**src/design/eeic_pkg.sv**
```systemverilog
`timescale 1ns / 1ps

package eeic_pkg;

    // Line and port geometry
    localparam int LINE_COUNT      = 16;
    localparam int PORT_COUNT      = 5;
    localparam int PORT_WIDTH      = 16;
    localparam int PORT_E_WIDTH    = 5;
    localparam int ROUTE_REGS      = 4;
    localparam int LINES_PER_ROUTE = 4;
    localparam int NIBBLE_WIDTH    = 4;
    localparam int CODE_WIDTH      = 3;
    localparam int REG_WIDTH       = 16;
    localparam int REG_INDEX_WIDTH = 3;
    localparam int MODE_WIDTH      = 2;
    localparam int IRQ_WIDTH       = 7;

    // Configuration register indexes
    localparam logic [REG_INDEX_WIDTH-1:0] REG_RISING_ENABLE  = 3'd0;
    localparam logic [REG_INDEX_WIDTH-1:0] REG_FALLING_ENABLE = 3'd1;
    localparam logic [REG_INDEX_WIDTH-1:0] REG_IRQ_UNMASK     = 3'd2;
    localparam logic [REG_INDEX_WIDTH-1:0] REG_ROUTE_0_3      = 3'd3;
    localparam logic [REG_INDEX_WIDTH-1:0] REG_ROUTE_4_7      = 3'd4;
    localparam logic [REG_INDEX_WIDTH-1:0] REG_ROUTE_8_11     = 3'd5;
    localparam logic [REG_INDEX_WIDTH-1:0] REG_ROUTE_12_15    = 3'd6;

    // Item modes
    localparam logic [MODE_WIDTH-1:0] MODE_SAMPLE = 2'd0;
    localparam logic [MODE_WIDTH-1:0] MODE_CLEAR  = 2'd1;
    localparam logic [MODE_WIDTH-1:0] MODE_READ   = 2'd2;

    typedef logic [LINE_COUNT-1:0] line_vec_t;
    typedef logic [PORT_WIDTH-1:0] port_vec_t;

    // Configuration as seen by the datapath
    typedef struct packed {
        line_vec_t                                rising_enable;
        line_vec_t                                falling_enable;
        line_vec_t                                irq_unmask;
        logic [ROUTE_REGS-1:0][REG_WIDTH-1:0]     route;
    } cfg_t;

    // One registered input transaction
    typedef struct packed {
        logic [MODE_WIDTH-1:0]                    mode;
        line_vec_t                                clear_bits;
        logic [PORT_COUNT-1:0][PORT_WIDTH-1:0]    ports;
    } item_t;

endpackage

```
**src/design/eeic_cfg.sv**
```systemverilog
`timescale 1ns / 1ps

module eeic_cfg
(
    input  logic                                  clk,
    input  logic                                  rst_n,
    input  logic                                  cfg_we,
    input  logic [eeic_pkg::REG_INDEX_WIDTH-1:0]  cfg_index,
    input  logic [eeic_pkg::REG_WIDTH-1:0]        cfg_data,
    output eeic_pkg::cfg_t                        cfg
);

    eeic_pkg::cfg_t cfg_reg;
    eeic_pkg::cfg_t cfg_next;

    // Register decode; indexes past the list are dropped
    always_comb
    begin
        cfg_next = cfg_reg;
        if (cfg_we)
        begin
            unique case (cfg_index)
                eeic_pkg::REG_RISING_ENABLE:  cfg_next.rising_enable  = cfg_data;
                eeic_pkg::REG_FALLING_ENABLE: cfg_next.falling_enable = cfg_data;
                eeic_pkg::REG_IRQ_UNMASK:     cfg_next.irq_unmask     = cfg_data;
                eeic_pkg::REG_ROUTE_0_3:      cfg_next.route[0]       = cfg_data;
                eeic_pkg::REG_ROUTE_4_7:      cfg_next.route[1]       = cfg_data;
                eeic_pkg::REG_ROUTE_8_11:     cfg_next.route[2]       = cfg_data;
                eeic_pkg::REG_ROUTE_12_15:    cfg_next.route[3]       = cfg_data;
                default:                      cfg_next = cfg_reg;
            endcase
        end
    end

    always_ff @(posedge clk or negedge rst_n)
    begin
        if (!rst_n)
        begin
            cfg_reg <= '0;
        end
        else
        begin
            cfg_reg <= cfg_next;
        end
    end

    assign cfg = cfg_reg;

endmodule

```
**src/design/eeic_route.sv**
```systemverilog
`timescale 1ns / 1ps

module eeic_route
(
    input  eeic_pkg::cfg_t                                                 cfg,
    input  logic [eeic_pkg::PORT_COUNT-1:0][eeic_pkg::PORT_WIDTH-1:0]      ports,
    output eeic_pkg::line_vec_t                                            levels
);

    // Per-line port select; unused codes read low
    always_comb
    begin
        logic [eeic_pkg::CODE_WIDTH-1:0] code;
        levels = '0;
        for (int i = 0; i < eeic_pkg::LINE_COUNT; i++)
        begin
            code = cfg.route[i / eeic_pkg::LINES_PER_ROUTE]
                   [(i % eeic_pkg::LINES_PER_ROUTE) * eeic_pkg::NIBBLE_WIDTH
                    +: eeic_pkg::CODE_WIDTH];
            if (32'(code) < eeic_pkg::PORT_COUNT)
            begin
                levels[i] = ports[code][i];
            end
        end
    end

endmodule

```
**src/design/eeic_edge.sv**
```systemverilog
`timescale 1ns / 1ps

module eeic_edge
(
    input  logic                               clk,
    input  logic                               rst_n,
    input  logic                               advance,
    input  eeic_pkg::item_t                    item,
    input  eeic_pkg::line_vec_t                now_levels,
    input  eeic_pkg::cfg_t                     cfg,
    output eeic_pkg::line_vec_t                pending_next,
    output eeic_pkg::line_vec_t                previous_next,
    output logic [eeic_pkg::IRQ_WIDTH-1:0]     irq_next
);

    eeic_pkg::line_vec_t previous_reg;
    eeic_pkg::line_vec_t pending_reg;
    eeic_pkg::line_vec_t active;

    // Edge detection and write-one-to-clear
    always_comb
    begin
        pending_next  = pending_reg;
        previous_next = previous_reg;
        unique case (item.mode)
            eeic_pkg::MODE_SAMPLE:
            begin
                pending_next  = pending_reg
                              | (now_levels & ~previous_reg & cfg.rising_enable)
                              | (~now_levels & previous_reg & cfg.falling_enable);
                previous_next = now_levels;
            end
            eeic_pkg::MODE_CLEAR:
            begin
                pending_next = pending_reg & ~item.clear_bits;
            end
            default:
            begin
                pending_next = pending_reg;
            end
        endcase
    end

    // Request grouping per vector
    assign active   = pending_next & cfg.irq_unmask;
    assign irq_next = {|active[15:10], |active[9:5], active[4:0]};

    always_ff @(posedge clk or negedge rst_n)
    begin
        if (!rst_n)
        begin
            previous_reg <= '0;
            pending_reg  <= '0;
        end
        else if (advance)
        begin
            previous_reg <= previous_next;
            pending_reg  <= pending_next;
        end
    end

endmodule

```
**src/design/external_edge_interrupt_controller.sv**
```systemverilog
`timescale 1ns / 1ps

// Sixteen-line edge interrupt controller. Each transaction on the input
// channel samples routed pin levels, clears pending bits or just reads
// status, and returns one result transaction with the pending bits, grouped
// interrupt requests and stored levels. The block takes one transaction per
// clock unless the output is stalled by out_ready; a transaction is
// registered on entry and passes through the input register and the result
// register around the single edge/pending update stage. Configuration
// writes take effect on the next clock and should be made while idle.
module external_edge_interrupt_controller
(
    input  logic                                  clk,
    input  logic                                  rst_n,
    input  logic                                  cfg_we,
    input  logic [eeic_pkg::REG_INDEX_WIDTH-1:0]  cfg_index,
    input  logic [eeic_pkg::REG_WIDTH-1:0]        cfg_data,
    input  logic                                  in_valid,
    output logic                                  in_ready,
    input  logic [eeic_pkg::MODE_WIDTH-1:0]       mode,
    input  logic [eeic_pkg::LINE_COUNT-1:0]       clear_bits,
    input  logic [eeic_pkg::PORT_WIDTH-1:0]       port_a_levels,
    input  logic [eeic_pkg::PORT_WIDTH-1:0]       port_b_levels,
    input  logic [eeic_pkg::PORT_WIDTH-1:0]       port_c_levels,
    input  logic [eeic_pkg::PORT_WIDTH-1:0]       port_d_levels,
    input  logic [eeic_pkg::PORT_E_WIDTH-1:0]     port_e_levels,
    output logic                                  out_valid,
    input  logic                                  out_ready,
    output logic [eeic_pkg::LINE_COUNT-1:0]       pending_bits,
    output logic [eeic_pkg::IRQ_WIDTH-1:0]        irq_requests,
    output logic [eeic_pkg::LINE_COUNT-1:0]       routed_levels
);

    eeic_pkg::cfg_t                   cfg;
    eeic_pkg::item_t                  item_reg;
    eeic_pkg::item_t                  item_next;
    logic                             item_valid_reg;
    logic                             out_valid_reg;
    logic                             advance;
    eeic_pkg::line_vec_t              now_levels;
    eeic_pkg::line_vec_t              pending_next;
    eeic_pkg::line_vec_t              previous_next;
    logic [eeic_pkg::IRQ_WIDTH-1:0]   irq_next;
    eeic_pkg::line_vec_t              pending_reg;
    eeic_pkg::line_vec_t              levels_reg;
    logic [eeic_pkg::IRQ_WIDTH-1:0]   irq_reg;

    eeic_cfg u_cfg
    (
        .clk       (clk),
        .rst_n     (rst_n),
        .cfg_we    (cfg_we),
        .cfg_index (cfg_index),
        .cfg_data  (cfg_data),
        .cfg       (cfg)
    );

    // Pipeline control: stage moves when the result slot is free
    assign advance  = item_valid_reg && (!out_valid_reg || out_ready);
    assign in_ready = !item_valid_reg || advance;

    // Input register
    always_comb
    begin
        item_next.mode       = mode;
        item_next.clear_bits = clear_bits;
        item_next.ports[0]   = port_a_levels;
        item_next.ports[1]   = port_b_levels;
        item_next.ports[2]   = port_c_levels;
        item_next.ports[3]   = port_d_levels;
        item_next.ports[4]   = eeic_pkg::PORT_WIDTH'(port_e_levels);
    end

    always_ff @(posedge clk or negedge rst_n)
    begin
        if (!rst_n)
        begin
            item_valid_reg <= 1'b0;
        end
        else if (in_ready)
        begin
            item_valid_reg <= in_valid;
        end
    end

    always_ff @(posedge clk)
    begin
        if (in_valid && in_ready)
        begin
            item_reg <= item_next;
        end
    end

    eeic_route u_route
    (
        .cfg    (cfg),
        .ports  (item_reg.ports),
        .levels (now_levels)
    );

    eeic_edge u_edge
    (
        .clk           (clk),
        .rst_n         (rst_n),
        .advance       (advance),
        .item          (item_reg),
        .now_levels    (now_levels),
        .cfg           (cfg),
        .pending_next  (pending_next),
        .previous_next (previous_next),
        .irq_next      (irq_next)
    );

    // Result register
    always_ff @(posedge clk or negedge rst_n)
    begin
        if (!rst_n)
        begin
            out_valid_reg <= 1'b0;
        end
        else if (advance)
        begin
            out_valid_reg <= 1'b1;
        end
        else if (out_ready)
        begin
            out_valid_reg <= 1'b0;
        end
    end

    always_ff @(posedge clk)
    begin
        if (advance)
        begin
            pending_reg <= pending_next;
            levels_reg  <= previous_next;
            irq_reg     <= irq_next;
        end
    end

    assign out_valid     = out_valid_reg;
    assign pending_bits  = pending_reg;
    assign irq_requests  = irq_reg;
    assign routed_levels = levels_reg;

endmodule

```
**config.mk**
```make
export PLATFORM = sky130hd
export DESIGN_NAME = external_edge_interrupt_controller
export DESIGN_NICKNAME = d
export VERILOG_FILES = /design/src/design/eeic_pkg.sv /design/src/design/eeic_cfg.sv /design/src/design/eeic_route.sv /design/src/design/eeic_edge.sv /design/src/design/external_edge_interrupt_controller.sv
export SDC_FILE = /design/constraint.sdc
export NUM_CORES = 1
export LEC_CHECK = 0
export BUFFER_PORTS_ARGS = -buffer_cell sky130_fd_sc_hd__buf_4
export CORE_MARGIN = 2
export CORE_UTILIZATION = 58
export CTS_CLUSTER_SIZE = 24
export DETAILED_ROUTE_END_ITERATION = 6
export PLACE_DENSITY = 0.8
export SETUP_SLACK_MARGIN = 0.1
export SLEW_MARGIN = 20
export SYNTH_ARGS = -nofsm -noshare
export SYNTH_HDL_FRONTEND = slang
export SYNTH_HIERARCHICAL = 1
export SYNTH_SLANG_ARGS = --single-unit
export TNS_END_PERCENT = 10
```
**constraint.sdc**
```tcl
create_clock -name clk -period 3.15 [get_ports clk]
set_input_delay 0.1575 -clock clk [delete_from_list [all_inputs] [get_ports clk]]
set_output_delay 0.1575 -clock clk [all_outputs]
set_load 0.03 [all_outputs]
```
==> results of run 1 <==
-- worst max-delay path, stage by stage, from the launching register on --
cell	delay (ns)
dfrtp_1	0.41
mux2_2	0.36
nand3b_1	0.11
o21ai_2	0.11
nand3b_1	0.17
a21oi_1	0.22
nor2_1	0.06
o21ai_0	0.44
a211o_1	0.20
-- through the flow --
| stage | worst slack (ns) | std cells | util, % |
|---|---|---|---|
| after CTS | 0.9730 | 1188 | 77.77 |
| after global placement | 1.062 | 1033 | 67.07 |
| after floorplan | 0.3072 | 669 | - |
| after global routing | 0.8602 | 1188 | 77.77 |
| after detailed placement | 0.9920 | 1033 | 67.07 |
| final | 0.9557 | 1188 | 77.77 |
-- where the power goes --
part / switching (W) / internal [W]
registers: 0.000466 / 0.00422
clock network: 0.00123 / 0.00184
logic: 0.000951 / 0.00111
-- per-layer routing --
layer	global-route usage [%]	vias to the layer above	part of all wire [%]	wire, um
li1	-	3032	-	-
met1	30.88	3335	39	9512
met2	43.94	270	52	12530
met3	4.061	57	5.6	1360
met4	9.782	0	3.5	844
met5	0	-	0	0
-- worst min path at each step --
stage,cells after the start,endpoint,slack [ns],from
floorplan,0,item_valid_reg$_DFFE_PN0P_,-0.14,rst_n
global placement,1,u_cfg/cfg[48]$_DFFE_PN0P_,0.24,rst_n
detailed placement,1,u_cfg/cfg[48]$_DFFE_PN0P_,0.25,rst_n
CTS,3,u_cfg/cfg[22]$_DFFE_PN0P_,0.18,cfg_index[1]
global route,3,u_cfg/cfg[22]$_DFFE_PN0P_,0.21,cfg_index[1]
finish,3,u_cfg/cfg[22]$_DFFE_PN0P_,0.21,cfg_index[0]
-- final cells by class --
cell class                      instances  area, um^2
Clock inverter                         11       128.9
Tap cell                              229       286.5
Clock buffer                           37       723.2
Multi-Input combinational cell        373        3458
Timing Repair Buffer                  266        2277
Fill cell                             983        3993
Sequential cell                       256        7037
Inverter                               16       60.06
==> out/metrics.yaml, run 1 <==
global_route:
  grt_pass1_wl_um: 37740
  grt_overflow: 0
  grt_util_all_layers_pct: 24.89
  grt_max_degree: 77
  grt_pass1_vias: 7119
  antenna_found_initial: 0
timing:
  hold-worst-slack_ns: 0.2077
  drv_slew: 0
  worst_slew_pin_slew_ns: 1.005
  rsz0062_at_grt: "false"
  min_period_ns: 2.194
  finalSetupViolCount: 0
  setup_tns_ns: 0
  hold_violations: 0
  relSlewSlack_pct: 32.89
  max_freq_mhz: 455.7
  fin_crit_sh_pct: 69.66
  fin_skew_ns: 0.008755
die:
  num_rows: 49
  coreArea_um2: 17960
  die_y_um: 139.5
  ioPinCount: 152
  initial_utilization_pct: 59.25
  die-area_um2: 19450
  fp.dieW_um: 139.5
detailed_routing:
  viasPerCell: 5.635
  wl_per_cell_um: 20.41
  vias: 6694
  routed_wl_um: 24240
  drt_pass1_iterations: 5
  antenna_left: 0
  drtIter0Drc: 356
  drc: 0
cts:
  clockBufferDepth: 3
  tritoncts: "done"
  clock_latency_ns: 0.52
  cts_sinks: 256
  cts_max_level: 1
  postCtsHoldBufs: 107
  path_clk_slew_ns: 0.06
  numCtsBuffers: 26
  root_buffer: "clkbuf_16"
  postCtsResizedCells: 0
  cts_setup_buffers: 0
pwr:
  p_leak_nw: 5.796
  power.density_nw_per_um2: 703.1
  ir_drop_mv: 0.6242
  total_power_w: 0.009823
place:
  hpwlAfterDp_um: 14930
  finalWeightedCongestion: 0.8405
  numPortBuffers: 151
  place_area_um2: 12050
layout:
  final_cell_mix: "158 x buf_4, 130 x dfrtp_1, 129 x mux2_2, 126 x edfxtp_1, 107 x dlygate4sd3_1"
  diodes: 0
  stdcell_area_um2: 13970
  syn_to_final_growth_pct: 31.27
  largest_register_ffs: 96
  drive_above_1_share_pct: 39.62
  final_common_cell: "buf_4"
  nets: 1050
critical_path:
  cp.required_ns: 3.54
  r2r-start: "u_cfg/cfg[36]$_DFFE_PN0P_"
  worst-setup-path-type: "flip-flop to flip-flop"
  crit_path_start_kind: "flip-flop"
  setup.worst_path.start: "u_cfg/cfg[36]$_DFFE_PN0P_"
  rr_worst_depth: 8
  rr_endpoint: "irq_requests[5]$_DFFE_PP_"
  regToRegSetupSlack_ns: 0.96
  endpoint: "irq_requests[5]$_DFFE_PP_"
  cp.arrival_ns: 2.58
  cp_max_fo: 4
  cp-end-kind: "flip-flop"
synthesis:
  syn_area_per_cell_um2: 16.15
  syn_area_um2: 10640
  synth_warnings: 6
  syn_inst: 659
outcome:
  status: "finished clean"
min_path:
  holdCritPathClass: "input pin to flip-flop"
run:
  maxCapViolCount: 0
(Power assumes the default switching activity.)
==> run 2, diff against run 1 <==
Clock period 3.15 ns to 2.05 ns, I/O delays scaled along.
==> run 2 against run 1 <==
Via count increased by 1.2%. Clock power up 47%. Register-to-register slack worse by 0.94 ns. Core utilization up 1.4 points. Critical path depth did not move. Hold slack worse by 0.14 ns. Setup slack got worse by 0.94 ns. Critical path type unchanged. Critical endpoint unchanged. Largest power group unchanged. Highest routed layer unchanged.
==> out/metrics.yaml, run 2 (synthesized netlist as in run 1, its figures left out) <==
timing:
  rsz0062_at_grt: "true"  # was false
  hold_violations: 0  # unchanged
  worst_slew_pin_slew_ns: 0.5890  # was 1.005 ns
  relSlewSlack_pct: 60.59  # was 32.89%
  finalSetupViolCount: 0  # unchanged
  fin_skew_ns: 0.01861  # was 0.008755 ns
  max_freq_mhz: 491.7  # was 455.7 MHz
  worst_slack_ns: 0.01639  # was 0.9557 ns
  fin_crit_sh_pct: 99.20  # was 69.66%
  drv_slew: 0  # unchanged
  hold-worst-slack_ns: 0.06778  # was 0.2077 ns
  min_period_ns: 2.034  # was 2.194 ns
die:
  initial_utilization_pct: 59.25  # unchanged
  num_rows: 49  # unchanged
  die-area_um2: 19450  # unchanged
  coreArea_um2: 17960  # unchanged
  fp.dieW_um: 139.5  # unchanged
  ioPinCount: 152  # unchanged
  die_y_um: 139.5  # unchanged
pwr:
  comb_power_share_pct: 22.4  # was 21.0%
  clkPwrFrac_pct: 29.9  # was 31.3%
  total_power_w: 0.01516  # was 0.009823 W
  p_int_w: 0.01099  # was 0.007174 W
  pwr-share-seq_pct: 47.6  # was 47.7%
  ir_drop_mv: 0.9974  # was 0.6242 mV
  p_switching_w: 0.004174  # was 0.002649 W
  p_leak_nw: 5.887  # was 5.796 nW
  sw_frac_of_total_pct: 27.52  # was 26.97%
  power.density_nw_per_um2: 1067  # was 703.1 nW/um^2
place:
  finalWeightedCongestion: 0.8332  # was 0.8405
  hpwlAfterDp_um: 15180  # was 14930 um
  post-place-ws_ns: 0.03328  # was 0.9920 ns
  place_area_um2: 12160  # was 12050 um^2
  numPortBuffers: 151  # unchanged
layout:
  final_cell_mix: "167 x buf_4, 129 x dfrtp_1, 128 x mux2_2, 126 x edfxtp_1, 107 x dlygate4sd3_1"  # was 158 x buf_4, 130 x dfrtp_1, 129 x mux2_2, 126 x edfxtp_1, 107 x dlygate4sd3_1
  largest_register_ffs: 96  # unchanged
  final_common_cell: "buf_4"  # unchanged
  seqCellArea_um2: 7038  # was 7037 um^2
  drive_above_1_share_pct: 41.58  # was 39.62%
  final_util_pct: 79.14  # was 77.77%
  multi_input_area_um2: 3547  # was 3458 um^2
  diodes: 0  # unchanged
  stdcell_area_um2: 14220  # was 13970 um^2
  nets: 1065  # was 1050
  syn_to_final_growth_pct: 33.58  # was 31.27%
  fillers: 945  # was 983
cts:
  clockBufferDepth: 3  # unchanged
  clock_latency_ns: 0.53  # was 0.52 ns
  root_buffer: "clkbuf_16"  # unchanged
  cts_sinks: 256  # unchanged
  path_clk_slew_ns: 0.07  # was 0.06 ns
  numCtsBuffers: 26  # unchanged
  cts_max_level: 1  # unchanged
  tritoncts: "done"  # unchanged
detailed_routing:
  vias: 6774  # was 6694
  drtIter0Drc: 464  # was 356
  wl_per_cell_um: 21.12  # was 20.41 um
  antenna_left: 0  # unchanged
  drc: 0  # unchanged
  viasPerCell: 5.631  # was 5.635
  routed_wl_um: 25410  # was 24240 um
  drt_pass1_iterations: 4  # was 5
critical_path:
  worst-setup-path-type: "flip-flop to flip-flop"  # unchanged
  cp.arrival_ns: 2.30  # was 2.58 ns
  path_buf_inv: 1  # was 0
  crit_path_start_kind: "flip-flop"  # unchanged
  path_cells: "mux2i_1, o21a_1, o21ai_2, inv_1, a31oi_2, a21oi_2, a22o_1, a211o_1"  # was mux2_2, nand3b_1, o21ai_2, nand3b_1, a21oi_1, nor2_1, o21ai_0, a211o_1
  max_stage_delay_ns: 0.42  # was 0.44 ns
  cp.required_ns: 2.32  # was 3.54 ns
  cp_max_fo: 4  # unchanged
  slowest_stage: "dfrtp_1"  # was o21ai_0
  crit_family: "compound AO/OA/AOI/OAI gates"  # unchanged
  cp-end-kind: "flip-flop"  # unchanged
min_path:
  holdCritPathClass: "input pin to asynchronous set/reset pin"  # was input pin to flip-flop
global_route:
  antenna_found_initial: 0  # unchanged
  grt_max_degree: 88  # was 77
  grt_pass1_vias: 7369  # was 7119
  grt_overflow: 0  # unchanged
  grt_pass1_wl_um: 39940  # was 37740 um
  grt_util_all_layers_pct: 26.36  # was 24.89%
outcome:
  status: "finished clean"  # unchanged
run:
  maxCapViolCount: 0  # unchanged
[run 2: through the flow]
stage	setup TNS [ns]	cells
2_1_floorplan	0	669
3_3_place_gp	0	1039
3_5_place_dp	0	1039
4_1_cts	0	1200
5_1_grt	-0.04917	1203
6_report	0	1203
[run 2: worst register-to-register path, delay by kind of cell (launching register included)]
| family | cells | cell delay (ns) |
|---|---|---|
| muxes | 1 | 0.14 |
| AOI/OAI and AO/OA | 6 | 1.12 |
| DFF | 1 | 0.42 |
| buffers and inverters | 1 | 0.08 |
[run 2: path summary, 6_finish.rpt]
kind | start | endpoint | slack [ns] | cells past startpoint
setup / recovery | u_cfg/cfg[20]$_DFFE_PN0P_ | irq_requests[5]$_DFFE_PP_ | 0.02 | 8
hold / removal | rst_n | u_cfg/cfg[48]$_DFFE_PN0P_ | 0.07 | 2
setup reg to reg | u_cfg/cfg[20]$_DFFE_PN0P_ | irq_requests[5]$_DFFE_PP_ | 0.02 | 8
hold reg to reg | u_cfg/cfg[68]$_DFFE_PN0P_ | u_cfg/cfg[68]$_DFFE_PN0P_ | 0.50 | 1
max in group asynchronous | rst_n | u_cfg/cfg[46]$_DFFE_PN0P_ | 1.29 | 3
min in group clk | cfg_index[0] | u_cfg/cfg[17]$_DFFE_PN0P_ | 0.11 | 3
[run 2: metal layers]
metal | track usage (%) | up-vias | part of all wire [%]
li1 | - | 3053 | -
met1 | 33.40 | 3396 | 40
met2 | 46.05 | 254 | 52
met3 | 4.336 | 71 | 5.0
met4 | 9.676 | 0 | 3.4
met5 | 0 | - | 0
[run 2: final cells by class]
class                           instances  area share, %
Tap cell                              229          2.015
Clock buffer                           38          5.325
Sequential cell                       256          49.51
Timing Repair Buffer                  281          17.28
Inverter                               16         0.4225
Multi-Input combinational cell        373          24.95
Clock inverter                         10         0.5017
[run 2: timing repair]
item,in CTS,in global routing
hold buffers,107,0
endpoints found under the setup margin,2,8
pin swaps,10,12
setup buffers,6,3
endpoints found under the hold margin,315,0
gates resized for setup,6,15
[run 2: power groups by stage]
| stage | Clock (W) | Combinational (W) | Sequential [W] |
|---|---|---|---|
| 6_report | 0.00454 | 0.00340 | 0.00722 |
| 5_1_grt | 0.00486 | 0.00362 | 0.00733 |
| 4_1_cts | 0.00460 | 0.00327 | 0.00718 |
| 3_5_place_dp | 0 | 0.00300 | 0.00726 |
| 3_3_place_gp | 0 | 0.00286 | 0.00716 |
| 2_1_floorplan | 0 | 0.00179 | 0.00737 |
==> run 3, diff against run 2 <==
Settings changed: CORE_UTILIZATION 58 to 57, SYNTH_HIERARCHICAL 1 to unset.
==> run 3 against run 2 <==
The flow now finishes with violations (negative setup slack). Critical path depth is 3 lower. Flip-flop and latch count stayed put. Maximum frequency is 2.1% lower. Synthesized cell count is 6.1% higher. Register-to-register slack worse by 0.04 ns. Clock-buffer cell count is 1 higher. Area after synthesis is 2.1% lower. Wire length is 2.6% higher.
==> out/metrics.yaml, run 3 <==
synthesis:
  ys_seq_area_share_pct: 67.54
  synth_simple_gate_area_share_pct: 8.058
  synth_compound_gate_area_share_pct: 6.485
  netlist_top_cells_count: "130 x dfrtp_1, 126 x edfxtp_1, 120 x mux2_2, 44 x nand2_1, 39 x mux2i_1"
  synth_xor_area_share_pct: 0
  synth_area_leaders: "edfxtp_1 36%, dfrtp_1 31%, mux2_2 13%"
  yosys.area.top_type: "edfxtp_1"
  synth_edf_count: 126
  yosys_most_used_dff: "dfrtp_1"
  synth-async-reset-ratio_pct: 50.78
  synthMuxAreaShare_pct: 16.72
  syn_area_um2: 10420  # was 10640 um^2
  synth-seq-cells: 256
  synth_fa_ha_area_share_pct: 0
  syn_inst: 699  # was 659
  yosysMostFrequentCell: "dfrtp_1"
  synth_top_family_by_area: "multiplexers"
  syn_nets: 810
  netlist.area_leader.share_pct: 36.32
  syn_area_per_cell_um2: 14.91  # was 16.15 um^2
  synth_warnings: 0  # was 6
  synth.distinct_cells: 45
layout:
  largest_register_ffs: 96  # unchanged
  diodes: 0  # unchanged
  drive_above_1_share_pct: 38.33  # was 41.58%
  syn_to_final_growth_pct: 36.56  # was 33.58%
  final_cell_mix: "186 x buf_4, 129 x dfrtp_1, 126 x edfxtp_1, 117 x mux2_2, 107 x dlygate4sd3_1"  # was 167 x buf_4, 129 x dfrtp_1, 128 x mux2_2, 126 x edfxtp_1, 107 x dlygate4sd3_1
  layout.cells.non_filler: 1257  # was 1203
  nets: 1119  # was 1065
  final_common_cell: "buf_4"  # unchanged
place:
  numPortBuffers: 151  # unchanged
  dp.cells: 1098  # was 1039
  hpwlAfterDp_um: 16320  # was 15180 um
  post-place-ws_ns: -0.09990  # was 0.03328 ns
  finalWeightedCongestion: 0.8812  # was 0.8332
global_route:
  grt_util_all_layers_pct: 27.32  # was 26.36%
  antenna_found_initial: 0  # unchanged
  grt_pass1_wl_um: 41170  # was 39940 um
  grt_max_degree: 51  # was 88
  grt_pass1_vias: 7705  # was 7369
  grt_overflow: 0  # unchanged
pwr:
  power.density_nw_per_um2: 1064  # was 1067 nW/um^2
  sw_frac_of_total_pct: 27.11  # was 27.52%
  clkPwrFrac_pct: 31.9  # was 29.9%
  total_power_w: 0.01514  # was 0.01516 W
  p_switching_w: 0.004103  # was 0.004174 W
  p_leak_nw: 5.864  # was 5.887 nW
  p_int_w: 0.01103  # was 0.01099 W
  pwr-share-seq_pct: 46.2  # was 47.6%
  comb_power_share_pct: 21.9  # was 22.4%
  ir_drop_mv: 0.8938  # was 0.9974 mV
cts:
  cts_sinks: 256  # unchanged
  root_buffer: "clkbuf_16"  # unchanged
  numCtsBuffers: 26  # unchanged
  tritoncts: "done"  # unchanged
  cts_max_level: 1  # unchanged
  clock_latency_ns: 0.52  # was 0.53 ns
  path_clk_slew_ns: 0.06  # was 0.07 ns
  clockBufferDepth: 3  # unchanged
run:
  maxCapViolCount: 0  # unchanged
timing:
  fin_skew_ns: 0.01066  # was 0.01861 ns
  hold_violations: 0  # unchanged
  min_period_ns: 2.077  # was 2.034 ns
  hold-worst-slack_ns: 0.1266  # was 0.06778 ns
  setup_tns_ns: -0.02720  # was 0 ns
  worst_slack_ns: -0.02720  # was 0.01639 ns
  worst_slew_pin_slew_ns: 0.7734  # was 0.5890 ns
  fin_crit_sh_pct: 101.3  # was 99.20%
  rsz0062_at_grt: "true"  # unchanged
  max_freq_mhz: 481.4  # was 491.7 MHz
  drv_slew: 0  # unchanged
  finalSetupViolCount: 1  # was 0
  relSlewSlack_pct: 48.17  # was 60.59%
critical_path:
  cp-end-kind: "flip-flop"  # unchanged
  max_stage_delay_ns: 0.48  # was 0.42 ns
  cp.arrival_ns: 2.33  # was 2.30 ns
  slowest_stage: "or4b_1"  # was dfrtp_1
  crit_path_start_kind: "flip-flop"  # unchanged
  path_cells: "nand2b_4, a221oi_2, mux2i_1, a22o_1, or4b_1"  # was mux2i_1, o21a_1, o21ai_2, inv_1, a31oi_2, a21oi_2, a22o_1, a211o_1
  cp_max_fo: 5  # was 4
  worst-setup-path-type: "flip-flop to flip-flop"  # unchanged
  cp.required_ns: 2.31  # was 2.32 ns
die:
  coreArea_um2: 17960  # unchanged
  die_y_um: 139.2  # was 139.5 um
  num_rows: 49  # unchanged
  fp.dieW_um: 139.2  # was 139.5 um
  ioPinCount: 152  # unchanged
  initial_utilization_pct: 58.00  # was 59.25%
  die-area_um2: 19380  # was 19450 um^2
detailed_routing:
  routed_wl_um: 26070  # was 25410 um
  routed.top_layer: "met4"  # unchanged
  viasPerCell: 5.658  # was 5.631
  vias: 7112  # was 6774
  wirelength_met1_um: 10190  # was 10140 um
  drtIter0Drc: 569  # was 464
  wl_met2_um: 13680  # was 13130 um
  antenna_left: 0  # unchanged
  wl_per_cell_um: 20.74  # was 21.12 um
  drc: 0  # unchanged
  drt_pass1_iterations: 5  # was 4
  wl_met3_um: 1535  # was 1276 um
outcome:
  status: "finished, violations left"  # was finished clean
  violations: "negative setup slack"
min_path:
  holdCritPathClass: "input pin to asynchronous set/reset pin"  # unchanged
==> run 3: metal layers <==
layer,vias to the layer above,global-route usage [%]
li1,3222,-
met1,3580,34.54
met2,255,48.64
met3,55,4.731
met4,0,8.134
met5,-,0
==> run 3: critical path: cells and delay by family, from the launching register on <==
kind | cells | cell delay [ns]
compound gates | 2 | 0.52
flops | 1 | 0.46
mux | 1 | 0.15
simple gates | 2 | 0.67
==> run 3: kinds of logic after synthesis <==
logic type | Yosys count
flops | 256
mux | 159
simple gates | 155
compound gates | 101
buf+inv | 28
==> run 3: layout make-up <==
cell class	instances	area [um^2]
fillers	986	3736
clock inverters	9	116.4
clock buffers	39	762.0
inverters	7	26.28
well taps	229	286.5
repair buffers	302	2621
flip-flops and latches	256	7038
multi-input cells	415	3377
==> run 3: power groups by stage <==
stage / Combinational (W) / Clock (W) / Sequential [W]
CTS: 0.00322 / 0.00487 / 0.00696
floorplan: 0.00161 / 0 / 0.00714
global route: 0.00356 / 0.00512 / 0.00709
detailed placement: 0.00294 / 0 / 0.00705
global placement: 0.00280 / 0 / 0.00696
finish: 0.00331 / 0.00483 / 0.00699
==> run 3: what timing repair did <==
action                     CTS  global route
setup buffers                4             0
hold buffers               107             0
gates cloned                 0             0
hold endpoints to repair   227             0
pin swaps                    4             1
setup endpoints to repair    1            11
gates resized for setup     14            10
==> run 3: path summary, 6_finish.rpt <==
check                      cells after the start                         to                 startpoint  slack, ns
setup / recovery                               5  irq_requests[5]$_DFFE_PP_     item_reg[97]$_DFFE_PP_      -0.03
hold / removal                                 2   u_cfg.cfg[4]$_DFFE_PN0P_                      rst_n       0.13
max in group asynchronous                      3      out_valid$_DFFE_PN0P_                      rst_n       1.25
hold reg to reg                                1  u_cfg.cfg[88]$_DFFE_PN0P_  u_cfg.cfg[88]$_DFFE_PN0P_       0.50
min in group clk                               4  u_cfg.cfg[16]$_DFFE_PN0P_               cfg_index[0]       0.23
setup reg to reg                               5  irq_requests[5]$_DFFE_PP_     item_reg[97]$_DFFE_PP_      -0.03
==> run 3: metrics by stage <==
stage               utilization, %  cell area, um^2
detailed placement           67.54            12130
global placement             67.54            12130
finish                       79.20            14230
CTS                          78.93            14180
global route                 79.20            14230
floorplan                        -            10430
